==> src/rtl/lts_pkg.sv <==
// ----------------------------------------------------------------------------
// lts_pkg
// Shared types, character codes, scan mode codes and class functions for
// the lisp token scanner.
// ----------------------------------------------------------------------------
package lts_pkg;

  localparam logic [2:0] MODE_SKIP    = 3'd0;
  localparam logic [2:0] MODE_COMMENT = 3'd1;
  localparam logic [2:0] MODE_STRING  = 3'd2;
  localparam logic [2:0] MODE_ESCAPE  = 3'd3;
  localparam logic [2:0] MODE_ATOM    = 3'd4;

  localparam logic [1:0] KIND_SYM = 2'd0;
  localparam logic [1:0] KIND_STR = 2'd1;
  localparam logic [1:0] KIND_ERR = 2'd2;
  localparam logic [1:0] KIND_END = 2'd3;

  localparam logic CMD_CHAR = 1'b0;
  localparam logic CMD_END  = 1'b1;

  localparam logic [7:0] CH_NUL    = 8'h00;
  localparam logic [7:0] CH_TAB    = 8'h09;
  localparam logic [7:0] CH_LF     = 8'h0a;
  localparam logic [7:0] CH_SPACE  = 8'h20;
  localparam logic [7:0] CH_DQUOTE = 8'h22;
  localparam logic [7:0] CH_QUOTE  = 8'h27;
  localparam logic [7:0] CH_LPAREN = 8'h28;
  localparam logic [7:0] CH_RPAREN = 8'h29;
  localparam logic [7:0] CH_COMMA  = 8'h2c;
  localparam logic [7:0] CH_SEMI   = 8'h3b;
  localparam logic [7:0] CH_AT     = 8'h40;
  localparam logic [7:0] CH_BSLASH = 8'h5c;
  localparam logic [7:0] CH_BQUOTE = 8'h60;
  localparam logic [7:0] CH_N      = 8'h6e;

  localparam int FIFO_DEPTH = 4;
  localparam int PTR_W      = $clog2(FIFO_DEPTH);
  localparam int CNT_W      = $clog2(FIFO_DEPTH + 1);

  typedef struct packed {
    logic [1:0] kind;
    logic [7:0] char_out;
    logic       has_char;
    logic       token_first;
    logic       token_last;
  } res_t;

  typedef struct packed {
    logic [1:0] count;
    res_t       res0;
    res_t       res1;
    logic [2:0] mode_next;
    logic       empty_next;
  } dec_t;

  function automatic logic is_space(input logic [7:0] c);
    return c == CH_SPACE || c == CH_TAB || c == CH_LF || c == CH_NUL;
  endfunction

  function automatic logic ends_atom(input logic [7:0] c);
    return c == CH_SPACE || c == CH_TAB || c == CH_LF ||
           c == CH_LPAREN || c == CH_RPAREN || c == CH_SEMI;
  endfunction

  function automatic logic is_single(input logic [7:0] c);
    return c == CH_COMMA || c == CH_LPAREN || c == CH_RPAREN || c == CH_QUOTE ||
           c == CH_BQUOTE || c == CH_AT || c == CH_BSLASH;
  endfunction

  function automatic res_t make_res(input logic [1:0] kind, input logic [7:0] ch,
                                    input logic has, input logic first,
                                    input logic last);
    res_t r;
    r.kind        = kind;
    r.char_out    = ch;
    r.has_char    = has;
    r.token_first = first;
    r.token_last  = last;
    return r;
  endfunction

endpackage

==> src/rtl/lts_if.sv <==
// ----------------------------------------------------------------------------
// lts_if
// Valid/ready channels: source characters in, token results out.
// ----------------------------------------------------------------------------
interface lts_in_if;
  logic       valid;
  logic       ready;
  logic       command;
  logic [7:0] char_in;

  modport source (output valid, output command, output char_in, input ready);
  modport sink (input valid, input command, input char_in, output ready);
endinterface

interface lts_out_if;
  logic       valid;
  logic       ready;
  logic [1:0] kind;
  logic [7:0] char_out;
  logic       has_char;
  logic       token_first;
  logic       token_last;

  modport source (output valid, output kind, output char_out, output has_char,
                  output token_first, output token_last, input ready);
  modport sink (input valid, input kind, input char_out, input has_char,
                input token_first, input token_last, output ready);
endinterface

==> src/rtl/lisp_token_scanner.sv <==
// ----------------------------------------------------------------------------
// lisp_token_scanner
// Streaming tokenizer for Lisp source text.
//
// chars carries one source byte per request (command 0) or an end-of-source
// mark (command 1). tokens carries results: token bytes with kind, first and
// last marks, string close results, parse errors and end-of-source results.
// A request causes zero, one or two results.
// A result is written into the result queue when its request is taken and is
// presented on tokens from the queue head. Throughput: one request per cycle
// while chars.ready is high; a request that gives two results uses two queue
// slots, so a steady run of those slows the input rate.
// Results wait in a four-entry queue; chars.ready is high while the queue
// has room for two results, so a stalled receiver backs up into chars once
// more than two results are queued.
// Reset (rst, synchronous) empties the queue and returns the scanner to
// whitespace skipping with no string open.
// ----------------------------------------------------------------------------
module lisp_token_scanner (
  input logic      clk,
  input logic      rst,
  lts_in_if.sink   chars,
  lts_out_if.source tokens
);

  lts_pkg::dec_t dec;
  lts_pkg::res_t head;
  logic          take;
  logic          room2;
  logic          out_valid;
  logic [1:0]    push_count;

  assign chars.ready = room2;
  assign take        = chars.valid && room2;
  assign push_count  = take ? dec.count : 2'd0;

  lts_scanner_core u_core (
    .clk     (clk),
    .rst     (rst),
    .take    (take),
    .command (chars.command),
    .char_in (chars.char_in),
    .dec     (dec)
  );

  lts_result_fifo u_fifo (
    .clk        (clk),
    .rst        (rst),
    .push_count (push_count),
    .push0      (dec.res0),
    .push1      (dec.res1),
    .room2      (room2),
    .valid      (out_valid),
    .ready      (tokens.ready),
    .head       (head)
  );

  assign tokens.valid       = out_valid;
  assign tokens.kind        = head.kind;
  assign tokens.char_out    = head.char_out;
  assign tokens.has_char    = head.has_char;
  assign tokens.token_first = head.token_first;
  assign tokens.token_last  = head.token_last;

endmodule

==> src/rtl/lts_decode.sv <==
// ----------------------------------------------------------------------------
// lts_decode
// Scan step for one request: results (up to two) and next scan state.
// ----------------------------------------------------------------------------
module lts_decode (
  input  logic          [2:0] mode,
  input  logic                string_empty,
  input  logic                command,
  input  logic          [7:0] char_in,
  output lts_pkg::dec_t       dec
);

  logic [2:0]    mode_eff;
  lts_pkg::res_t skip_res;
  logic          skip_emit;
  logic [2:0]    skip_mode;
  logic          skip_empty;

  assign mode_eff = (mode > lts_pkg::MODE_ATOM) ? lts_pkg::MODE_SKIP : mode;

  // skip mode handling, also used for an atom terminator
  always_comb begin
    skip_emit  = 1'b0;
    skip_mode  = lts_pkg::MODE_SKIP;
    skip_empty = string_empty;
    skip_res   = lts_pkg::make_res(lts_pkg::KIND_SYM, char_in, 1'b1, 1'b1, 1'b1);
    priority if (lts_pkg::is_space(char_in)) begin
      skip_mode = lts_pkg::MODE_SKIP;
    end else if (lts_pkg::is_single(char_in)) begin
      skip_emit = 1'b1;
    end else if (char_in == lts_pkg::CH_SEMI) begin
      skip_mode = lts_pkg::MODE_COMMENT;
    end else if (char_in == lts_pkg::CH_DQUOTE) begin
      skip_mode  = lts_pkg::MODE_STRING;
      skip_empty = 1'b1;
    end else begin
      skip_emit = 1'b1;
      skip_mode = lts_pkg::MODE_ATOM;
      skip_res  = lts_pkg::make_res(lts_pkg::KIND_SYM, char_in, 1'b1, 1'b1, 1'b0);
    end
  end

  always_comb begin
    dec.count      = 2'd0;
    dec.res0       = skip_res;
    dec.res1       = lts_pkg::make_res(lts_pkg::KIND_END, 8'h00, 1'b0, 1'b0, 1'b0);
    dec.mode_next  = mode_eff;
    dec.empty_next = string_empty;
    if (command == lts_pkg::CMD_END) begin
      dec.mode_next  = lts_pkg::MODE_SKIP;
      dec.empty_next = 1'b1;
      if (mode_eff == lts_pkg::MODE_STRING || mode_eff == lts_pkg::MODE_ESCAPE) begin
        dec.count = 2'd1;
        dec.res0  = lts_pkg::make_res(lts_pkg::KIND_ERR, 8'h00, 1'b0, string_empty,
                                      1'b1);
      end else if (mode_eff == lts_pkg::MODE_ATOM) begin
        dec.count = 2'd2;
        dec.res0  = lts_pkg::make_res(lts_pkg::KIND_SYM, 8'h00, 1'b0, 1'b0, 1'b1);
      end else begin
        dec.count = 2'd1;
        dec.res0  = lts_pkg::make_res(lts_pkg::KIND_END, 8'h00, 1'b0, 1'b0, 1'b0);
      end
    end else begin
      unique case (mode_eff)
        lts_pkg::MODE_COMMENT: begin
          if (char_in == lts_pkg::CH_LF) dec.mode_next = lts_pkg::MODE_SKIP;
        end
        lts_pkg::MODE_STRING: begin
          if (char_in == lts_pkg::CH_BSLASH) begin
            dec.mode_next = lts_pkg::MODE_ESCAPE;
          end else if (char_in == lts_pkg::CH_DQUOTE) begin
            dec.count      = 2'd1;
            dec.res0       = lts_pkg::make_res(lts_pkg::KIND_STR, 8'h00, string_empty,
                                               string_empty, 1'b1);
            dec.mode_next  = lts_pkg::MODE_SKIP;
            dec.empty_next = 1'b1;
          end else begin
            dec.count      = 2'd1;
            dec.res0       = lts_pkg::make_res(lts_pkg::KIND_STR, char_in, 1'b1,
                                               string_empty, 1'b0);
            dec.empty_next = 1'b0;
          end
        end
        lts_pkg::MODE_ESCAPE: begin
          dec.count      = 2'd1;
          dec.res0       = lts_pkg::make_res(lts_pkg::KIND_STR,
                                             (char_in == lts_pkg::CH_N) ?
                                             lts_pkg::CH_LF : char_in,
                                             1'b1, string_empty, 1'b0);
          dec.empty_next = 1'b0;
          dec.mode_next  = lts_pkg::MODE_STRING;
        end
        lts_pkg::MODE_ATOM: begin
          if (lts_pkg::ends_atom(char_in)) begin
            dec.count      = skip_emit ? 2'd2 : 2'd1;
            dec.res0       = lts_pkg::make_res(lts_pkg::KIND_SYM, 8'h00, 1'b0, 1'b0,
                                               1'b1);
            dec.res1       = skip_res;
            dec.mode_next  = skip_mode;
            dec.empty_next = skip_empty;
          end else begin
            dec.count = 2'd1;
            dec.res0  = lts_pkg::make_res(lts_pkg::KIND_SYM, char_in, 1'b1, 1'b0, 1'b0);
          end
        end
        default: begin
          dec.count      = skip_emit ? 2'd1 : 2'd0;
          dec.res0       = skip_res;
          dec.mode_next  = skip_mode;
          dec.empty_next = skip_empty;
        end
      endcase
    end
  end

endmodule

==> src/rtl/lts_result_fifo.sv <==
// ----------------------------------------------------------------------------
// lts_result_fifo
// Small result queue: takes up to two results a cycle, hands out one when the receiver is ready.
// ----------------------------------------------------------------------------
module lts_result_fifo (
  input  logic                              clk,
  input  logic                              rst,
  input  logic                        [1:0] push_count,
  input  lts_pkg::res_t                     push0,
  input  lts_pkg::res_t                     push1,
  output logic                              room2,
  output logic                              valid,
  input  logic                              ready,
  output lts_pkg::res_t                     head
);

  lts_pkg::res_t                    entries [lts_pkg::FIFO_DEPTH];
  logic [lts_pkg::PTR_W-1:0]        wptr;
  logic [lts_pkg::PTR_W-1:0]        rptr;
  logic [lts_pkg::CNT_W-1:0]        count;
  logic [lts_pkg::CNT_W-1:0]        count_next;
  logic                             pop;

  assign pop   = valid && ready;
  assign valid = count != '0;
  assign head  = entries[rptr];
  assign room2 = count <= lts_pkg::CNT_W'(lts_pkg::FIFO_DEPTH - 2);
  assign count_next = count + lts_pkg::CNT_W'(push_count) - lts_pkg::CNT_W'(pop);

  always_ff @(posedge clk) begin
    if (rst) begin
      wptr  <= '0;
      rptr  <= '0;
      count <= '0;
    end else begin
      wptr  <= wptr + lts_pkg::PTR_W'(push_count);
      rptr  <= rptr + lts_pkg::PTR_W'(pop);
      count <= count_next;
    end
  end

  always_ff @(posedge clk) begin
    if (push_count != 2'd0) entries[wptr] <= push0;
    if (push_count == 2'd2) entries[wptr + lts_pkg::PTR_W'(1)] <= push1;
  end

  a_no_overflow: assert property (@(posedge clk) disable iff (rst)
    count <= lts_pkg::CNT_W'(lts_pkg::FIFO_DEPTH))
    else $error("result queue overflow");

  a_push_needs_room: assert property (@(posedge clk) disable iff (rst)
    push_count != 2'd0 |-> count <= lts_pkg::CNT_W'(lts_pkg::FIFO_DEPTH - 2) ||
                           (push_count == 2'd1 && pop))
    else $error("push into a full result queue");

  a_count_tracks: assert property (@(posedge clk) disable iff (rst)
    ##1 !$past(rst) |-> count == $past(count_next))
    else $error("result count mismatch");

endmodule

==> src/rtl/lts_scanner_core.sv <==
// ----------------------------------------------------------------------------
// lts_scanner_core
// Scan state registers around the decode step.
// ----------------------------------------------------------------------------
module lts_scanner_core (
  input  logic                clk,
  input  logic                rst,
  input  logic                take,
  input  logic                command,
  input  logic          [7:0] char_in,
  output lts_pkg::dec_t       dec
);

  logic [2:0] mode;
  logic       string_empty;

  lts_decode u_decode (
    .mode         (mode),
    .string_empty (string_empty),
    .command      (command),
    .char_in      (char_in),
    .dec          (dec)
  );

  always_ff @(posedge clk) begin
    if (rst) begin
      mode         <= lts_pkg::MODE_SKIP;
      string_empty <= 1'b1;
    end else if (take) begin
      mode         <= dec.mode_next;
      string_empty <= dec.empty_next;
    end
  end

  a_end_resets: assert property (@(posedge clk) disable iff (rst)
    take && command == lts_pkg::CMD_END |=> mode == lts_pkg::MODE_SKIP && string_empty)
    else $error("end of source left scan state open");

  a_escape_from_string: assert property (@(posedge clk) disable iff (rst)
    mode == lts_pkg::MODE_ESCAPE |-> $past(mode) == lts_pkg::MODE_STRING ||
                                     $past(mode) == lts_pkg::MODE_ESCAPE)
    else $error("escape mode entered outside a string");

  a_nonempty_after_char: assert property (@(posedge clk) disable iff (rst)
    take && dec.count != 2'd0 && dec.res0.kind == lts_pkg::KIND_STR &&
    dec.res0.has_char && !dec.res0.token_last |=> !string_empty)
    else $error("string empty flag not cleared");

endmodule
==> src/flat_wrapper.sv <==
// flat-port wrapper written by rule: the top's interface ports become plain ports
module lisp_token_scanner_flat 
  (clk, rst, chars_valid, chars_command, chars_char_in, chars_ready, tokens_valid, tokens_kind, tokens_char_out, tokens_has_char, tokens_token_first, tokens_token_last, tokens_ready);
  lts_in_if chars_i ();
  lts_out_if tokens_i ();
  input logic clk;
  input logic rst;
  input wire logic [$bits(chars_i.valid)-1:0] chars_valid;
  input wire logic [$bits(chars_i.command)-1:0] chars_command;
  input wire logic [$bits(chars_i.char_in)-1:0] chars_char_in;
  output wire logic [$bits(chars_i.ready)-1:0] chars_ready;
  output wire logic [$bits(tokens_i.valid)-1:0] tokens_valid;
  output wire logic [$bits(tokens_i.kind)-1:0] tokens_kind;
  output wire logic [$bits(tokens_i.char_out)-1:0] tokens_char_out;
  output wire logic [$bits(tokens_i.has_char)-1:0] tokens_has_char;
  output wire logic [$bits(tokens_i.token_first)-1:0] tokens_token_first;
  output wire logic [$bits(tokens_i.token_last)-1:0] tokens_token_last;
  input wire logic [$bits(tokens_i.ready)-1:0] tokens_ready;
  assign chars_i.valid = chars_valid;
  assign chars_i.command = chars_command;
  assign chars_i.char_in = chars_char_in;
  assign chars_ready = chars_i.ready;
  assign tokens_valid = tokens_i.valid;
  assign tokens_kind = tokens_i.kind;
  assign tokens_char_out = tokens_i.char_out;
  assign tokens_has_char = tokens_i.has_char;
  assign tokens_token_first = tokens_i.token_first;
  assign tokens_token_last = tokens_i.token_last;
  assign tokens_i.ready = tokens_ready;
  lisp_token_scanner u_core (.clk(clk), .rst(rst), .chars(chars_i), .tokens(tokens_i));
endmodule
==> config.mk <==
export PLATFORM = sky130hd
export DESIGN_NAME = lisp_token_scanner_flat
export DESIGN_NICKNAME = d
export VERILOG_FILES = /design/src/rtl/lts_pkg.sv /design/src/rtl/lts_if.sv /design/src/rtl/lisp_token_scanner.sv /design/src/rtl/lts_decode.sv /design/src/rtl/lts_result_fifo.sv /design/src/rtl/lts_scanner_core.sv /design/src/flat_wrapper.sv
export SDC_FILE = /design/constraint.sdc
export NUM_CORES = 1
export LEC_CHECK = 0
export BUFFER_PORTS_ARGS = -buffer_cell sky130_fd_sc_hd__buf_4
export CAP_MARGIN = 25
export CORE_UTILIZATION = 50
export DETAILED_ROUTE_END_ITERATION = 8
export PLACE_DENSITY = 0.71
export REMOVE_ABC_BUFFERS = 1
export SLEW_MARGIN = 15
export SYNTH_ARGS = -nofsm -noshare
export SYNTH_HDL_FRONTEND = slang
export SYNTH_SLANG_ARGS = --single-unit
==> constraint.sdc <==
create_clock -name clk -period 2.6 [get_ports clk]
set_input_delay 0.13 -clock clk [delete_from_list [all_inputs] [get_ports clk]]
set_output_delay 0.13 -clock clk [all_outputs]
set_load 0.05 [all_outputs]
; ---- Word-level counts from Yosys, hierarchy flattened
; Memory sizes are Yosys's and may differ from the RTL's. A register that Yosys moved wholly into a read port is not among the register bits.
; Cells that the tools add are included.
[classes]
addsub = 5
magnitude_cmp = 2
n_eq_ne = 21
mux = 44
reduce_logical = 19
[ops]
columns = operator, count
row1 = 15-bit two-way mux, 4
row2 = 15-bit case mux with 4 select lines, 1
row3 = "8-bit by 6-bit == test with 1-bit output, second input constant", 7
row4 = "8-bit by 7-bit == test with 1-bit output, second input constant", 4
row5 = 13-bit two-way mux, 2
row6 = 3-bit two-way mux, 8
row7 = 1-bit two-way mux, 19
row8 = 17-bit two-way mux, 1
row9 = "8-bit by 4-bit == test with 1-bit output, second input constant", 2
row10 = 14-bit two-way mux, 1
row11 = 1-bit logical OR, 13
row12 = 3-bit case mux with 4 select lines, 1
row13 = 11-bit two-way mux, 1
row14 = 8-bit zero test, 1
row15 = 8-bit two-way mux, 1
row16 = "3-bit by 2-bit == test with 1-bit output, second input constant", 2
row17 = 2-bit two-way mux, 3
row18 = "3-bit != test, second input constant", 2
row19 = 4-bit two-way mux, 1
row20 = 1-bit case mux with 4 select lines, 1
row21 = 4-bit AND reduction, 1
row22 = 3-bit by 2-bit adder with 3-bit output, 1
row23 = "3-bit by 1-bit == test with 1-bit output, second input constant", 1
row24 = "3-bit == test, second input constant", 1
row25 = other kinds (11), 12
[word_totals]
regBits = 11
ramBits = 52
output_inout_bits = 15
memories = 1
[memory_table]
columns = memory, words, word_bits, rd, rd_clocked_by_memory_dff, write_ports, line_no
row1 = u_core.u_fifo.entries, 4, 13, 1, 1, 2, lts_result_fifo.sv:17  ; lts_pkg::res_t entries [lts_pkg::FIFO_DEPTH];

; ---- Depth between registers and ports, before layout
[logic_depth]
word_depth = 17
ltp_mapped = 12

; ---- By module
; From an unflattened synthesis, not the netlist that was laid out.
[unflattened]
cells_unflattened = 316
area_unflattened_um2 = 4037.6
[modules_own_cells]
columns = module, n_inst, cells_each, area_each_um2, seq_area_each_um2
row1 = lts_result_fifo, 1, 172, 2999.1, 1701.6
row2 = lts_decode, 1, 128, 875.8, 0.0
row3 = lts_scanner_core, 1, 13, 143.9, 80.1
row4 = lisp_token_scanner, 1, 3, 18.8, 0.0

; ---- Worst setup path before layout
; Ideal clock, no wire load.
[synth_path]
path_kind = reg-to-reg
start = reg u_core.u_fifo.count[1] (netlist bit)
end = mem u_core.u_fifo.entries[0][0] (netlist bit), enable pin
arrival_ps = 2982
setup_slack_ps = -786
stages_incl_launch_ff = 6
synth_period_minus_slack_ps = 3386
cell_sequence = dfxtp_1 -> a21oi_1 -> nand3_1 -> nor2_1 -> a31oi_1 -> o31ai_1
[synth_rtl]
columns = item, line_no
row1 = "start, declared", lts_result_fifo.sv:20  ; logic [lts_pkg::CNT_W-1:0] count;
row2 = "start signal, assigned", lts_result_fifo.sv:38  ; count <= count_next;
row3 = "end, declared", lts_result_fifo.sv:17

; ---- Final worst setup path
[layout_path]
start = reg u_core.u_core.mode[0]
end = reg u_core.u_fifo.count[2] (netlist bit)
[layout_via]
elab_chain_len = 9
elab_cells_between_ends = 14
cone_classes = add/sub (2) / order compare (1) / eq/ne (4) / mux (6) / reduce/logical (1)
[layout_rtl]
columns = item, line_no
row1 = "start, declared", lts_scanner_core.sv:14  ; logic [2:0] mode;
row2 = "start signal, assigned", lts_scanner_core.sv:27  ; mode <= lts_pkg::MODE_SKIP;
row3 = "start signal, assigned", lts_scanner_core.sv:30  ; mode <= dec.mode_next;
row4 = 3-bit > comparator, lts_decode.sv:19  ; assign mode_eff = (mode > lts_pkg::MODE_ATOM) ? lts_pkg::MODE_SKIP : mode;
row5 = 3-bit two-way mux (*), lts_decode.sv:19
row6 = 3-bit == test or 3-bit by 2-bit == test with 1-bit output (tied branches), "lts_decode.sv:56, lts_decode.sv:64, lts_decode.sv:52"
row7 = 15-bit two-way mux or 1-bit logical OR (tied branches), "lts_decode.sv:56, lts_decode.sv:52"
row8 = 15-bit two-way mux, lts_decode.sv:52  ; if (mode_eff == lts_pkg::MODE_STRING || mode_eff == lts_pkg::MODE_ESCAPE) begin
row9 = 15-bit two-way mux (*), lts_decode.sv:49  ; if (command == lts_pkg::CMD_END) begin
row10 = 2-bit two-way mux (*), lisp_token_scanner.sv:35  ; assign push_count = take ? dec.count : 2'd0;
row11 = 3-bit by 2-bit adder with 3-bit output (*), lts_result_fifo.sv:28  ; assign count_next = count + lts_pkg::CNT_W'(push_count) - lts_pkg::CNT_W'(pop);
row12 = 3-bit by 1-bit subtractor with 3-bit output (*), lts_result_fifo.sv:28
; Mark *: on every way between the ends. The rest lies on a longest branch, timed or not.
; A chain may end at the register's enable or synchronous reset.

==> summary.md <==
| Metric | Value |
|---|---|
| Status | completed |
| Area delta synth->final | 18.8% |
| Pwr Total | 3.84 mW |
| DRC | 0 |
| Reg2reg end | u_core.u_fifo.count[2]$_SDFF_PP0_ |
| Die ar. | around 7500 sq um |
| EDFF count, synth | 52 |
| Cell with the most instances after synthesis | edfxtp_1 |
| Clock skew | roughly 8.3 ps |
| Post-synth cell types | 68 |
| Final setup viols | 0 |
| Max Fclk | 406 MHz |
| Startpoint Class | flip-flop |
| Number of DRC markers in iteration 0 | 198 |
| Hold crit path type | input port to flip-flop |
| Number of global-route vias before repair | about 2,600 |
| Crit-path cells | or3b_2, nor3_2, o22ai_2, nand3_2, ha_1, inv_1, ha_1, fa_1, xor2_1, xnor2_1, nor2_1 |
| Total CTS buffers | 9 |
| CTS tree | built |
| Setup bufs post-CTS | 0 |
| Gates resized, CTS repair | 0 |
| Most frequent cell on the critical path | ha_1 |
| Asr flop ratio synth | 0% |
| Mapped cell area | approximately 3600 sq um |
| Crit-path leading delay family | simple AND/OR/NAND/NOR gates |
| Util after Layout | approximately 62% |
| GPL Wtd Cong | 0.908 |
| Die height | 86.8 um |
| Fin crit share | a little over nine tenths |
| Pwr Density | 898 nW/um^2 |
| Top cell type's share of synthesized area | 43.4% |
| Clk slew on worst S/H paths | ~60 ps |
| Worst slack, placed | 20.9 ps |
| Placed Cells | between 400 and 500 |
| Max-slew headroom at the worst pin | between 40% and 50% |
| Syn avg cell area | roughly 11 sq um |
| Synth Register Bits | 63 |
| VDD IR max | about 0.33 mV |
| Fin. Hold Viols | 0 |
| Worst path depth | 11 |
| Flop2flop setup slack | 140 ps |
| Critical path arrival | ~2700 ps |
| Clock root cell | clkbuf_8 |
| Setup crit start | u_core.u_core.mode[0]$_SDFFE_PP0P_ |
| Minimum clock period | about 2500 ps |
| Finished Layout Cells | 465 |
| Leakage | about 1.5 nW |
| CTS Sinks | 63 |
| Via density | roughly 5.8 |
| Share of cells above drive strength 1 | 30.4% |
| Kind of critical path | flip-flop to flip-flop |
| Synthesized instance count | around 320 |
| Port buffer count | 27 |
| Top cells by area, synth | edfxtp_1 (43%), mux4_2 (8.1%), dfxtp_1 (6.1%) |
| Synth top cells by count | edfxtp_1 (52), nand2_1 (23), nor2_1 (23) |
| Predominant post-synthesis flop cell | edfxtp_1 |
| Worst setup margin | 138 ps |
| Starting density of the core | around 52% |
| Seq/Total Area, Yosys | approximately half |
| Critical Path End | u_core.u_fifo.count[2]$_SDFF_PP0_ |
| Total negative setup slack | 0 ps |
| Routed WL | about 7900 um |
| Total global-route track usage | around a quarter |
| Area of the core | between 6000 and 7000 sq um |
| Final Max Slew Viols | 0 |
| FF-to-FF Start | u_core.u_core.mode[0]$_SDFFE_PP0P_ |
| CTS Hold Bufs | 0 |
| Grt ovf | 0 |
| Antenna-violating nets left | 0 |
| Largest net degree at the start of global routing | 26 |
| Post-DP HPWL | roughly 5700 um |
| Routed len/inst | 17.1 um |
| Via count | about 2,700 |
| Initial antenna violation count | 0 |
| Worst EP required | between 2000 and 3000 ps |
| Crit path buf inv count | 1 |
| Yosys warning count | 0 |
| Die width | around 87 um |
| ANT cells | 0 |
| Worst setup EP type | flip-flop |
| CP Max Fanout | 9 |
| Worst skew pair latency | roughly 350 ps |
| Post-synth top area cell | edfxtp_1 |
| Longest Clk Path Bufs | 2 |
| Worst-margin pin slew | 750 ps |
| First-pass GRT wire length | approximately 13,000 um |
| # rows | 30 |
| Hold path start | rst |
| Hold path cells | 2 |
| 1st-pass router iterations | 5 |
| Max_cap viols | 0 |
| Unrepaired setup endpoints after global routing | false |
| Number of H-tree levels | 3 |
| CP peak stage delay | 510 ps |
| Crit-path slowest cell | or3b_2 |
| Final Net Count | 383 |
| I/O pin cnt | 28 |
| Reg2Reg Depth | 11 |
-- power by group --
part / internal, mW / switching (mW) / total, mW
clock: 0.439 / 0.378 / 0.817
sequential: 1.30 / 0.0945 / 1.39
combinational: 0.627 / 0.998 / 1.62
-- cell type report --
class | count | area (sq um)
Inverter | 13 | 48.8
Fill cell | 554 | 2600
Sequential cell | 63 | 1790
Clock buffer | 10 | 128
Clock inverter | 6 | 61.3
Tap cell | 96 | 120
Multi-Input combinational cell | 221 | 1710
Timing Repair Buffer | 56 | 420
-- per-layer routing --
metal / global-route usage (%) / wire [um] / up-vias / share of wire (%)
met4: 12.7 / 214 / 0 / 2.7
li1: - / - / 1305 / -
met3: 5.14 / 374 / 26 / 4.7
met2: 36.7 / 3710 / 92 / 47
met1: 30.0 / 3640 / 1257 / 46
met5: 0 / 0 / - / 0
-- worst min path at each step --
stage / to / slack (ps)
after CTS: u_core.u_fifo.rptr[0]$_SDFF_PP0_ / 20
after floorplan: u_core.u_fifo.count[0]$_SDFF_PP0_ / 200
final: u_core.u_fifo.rptr[1]$_SDFF_PP0_ / 30
after global routing: u_core.u_fifo.rptr[0]$_SDFF_PP0_ / 30
after global placement: u_core.u_fifo.rptr[1]$_SDFF_PP0_ / 400
after detailed placement: u_core.u_fifo.wptr[1]$_SDFF_PP0_ / 400
-- layout by cell type (no fill, tap or decap), drive strengths merged, types with 9 or more instances in the layout --
| cell | synthesis | final |
|---|---|---|
| buf | 5 | 56 |
| edfxtp | 52 | 52 |
| nand2 | 23 | 23 |
| nor2 | 23 | 23 |
| a21oi | 19 | 19 |
| o21ai | 15 | 15 |
| mux4 | 13 | 13 |
| inv | 12 | 12 |
| dfxtp | 11 | 11 |
| and2 | 10 | 10 |
| nor2b | 10 | 10 |
| nor3 | 10 | 10 |
| clkbuf | 15 | 10 |
| nand3 | 9 | 9 |
-- logic make-up after synthesis --
group | Yosys count | share of synthesized area [%]
AND/OR/NAND/NOR | 124 | 20.0
AO/OA/AOI/OAI | 68 | 13.6
flip-flops | 63 | 49.6
buffers and inverters | 33 | 3.90
multiplexers | 14 | 8.42
XOR/XNOR | 9 | 2.19
adder cells (fa/ha/maj) | 6 | 2.30
-- flip-flops by register name, summed over array words and instances (netlist names) --
register	count
u_core.u_fifo.entries	52
u_core.u_core.mode	3
u_core.u_fifo.count	3
u_core.u_fifo.rptr	2
u_core.u_fifo.wptr	2
u_core.u_core.string_empty	1
-- metrics by stage --
| stage | cell area, sq um | hold WS, ps |
|---|---|---|
| after floorplan | 3500 | 202 |
| after global placement | 4050 | 395 |
| after detailed placement | 4050 | 402 |
| after CTS | 4240 | 24.9 |
| after global routing | 4270 | 26.4 |
| final | 4270 | 32.7 |
Power figures use the tool's default switching activity.
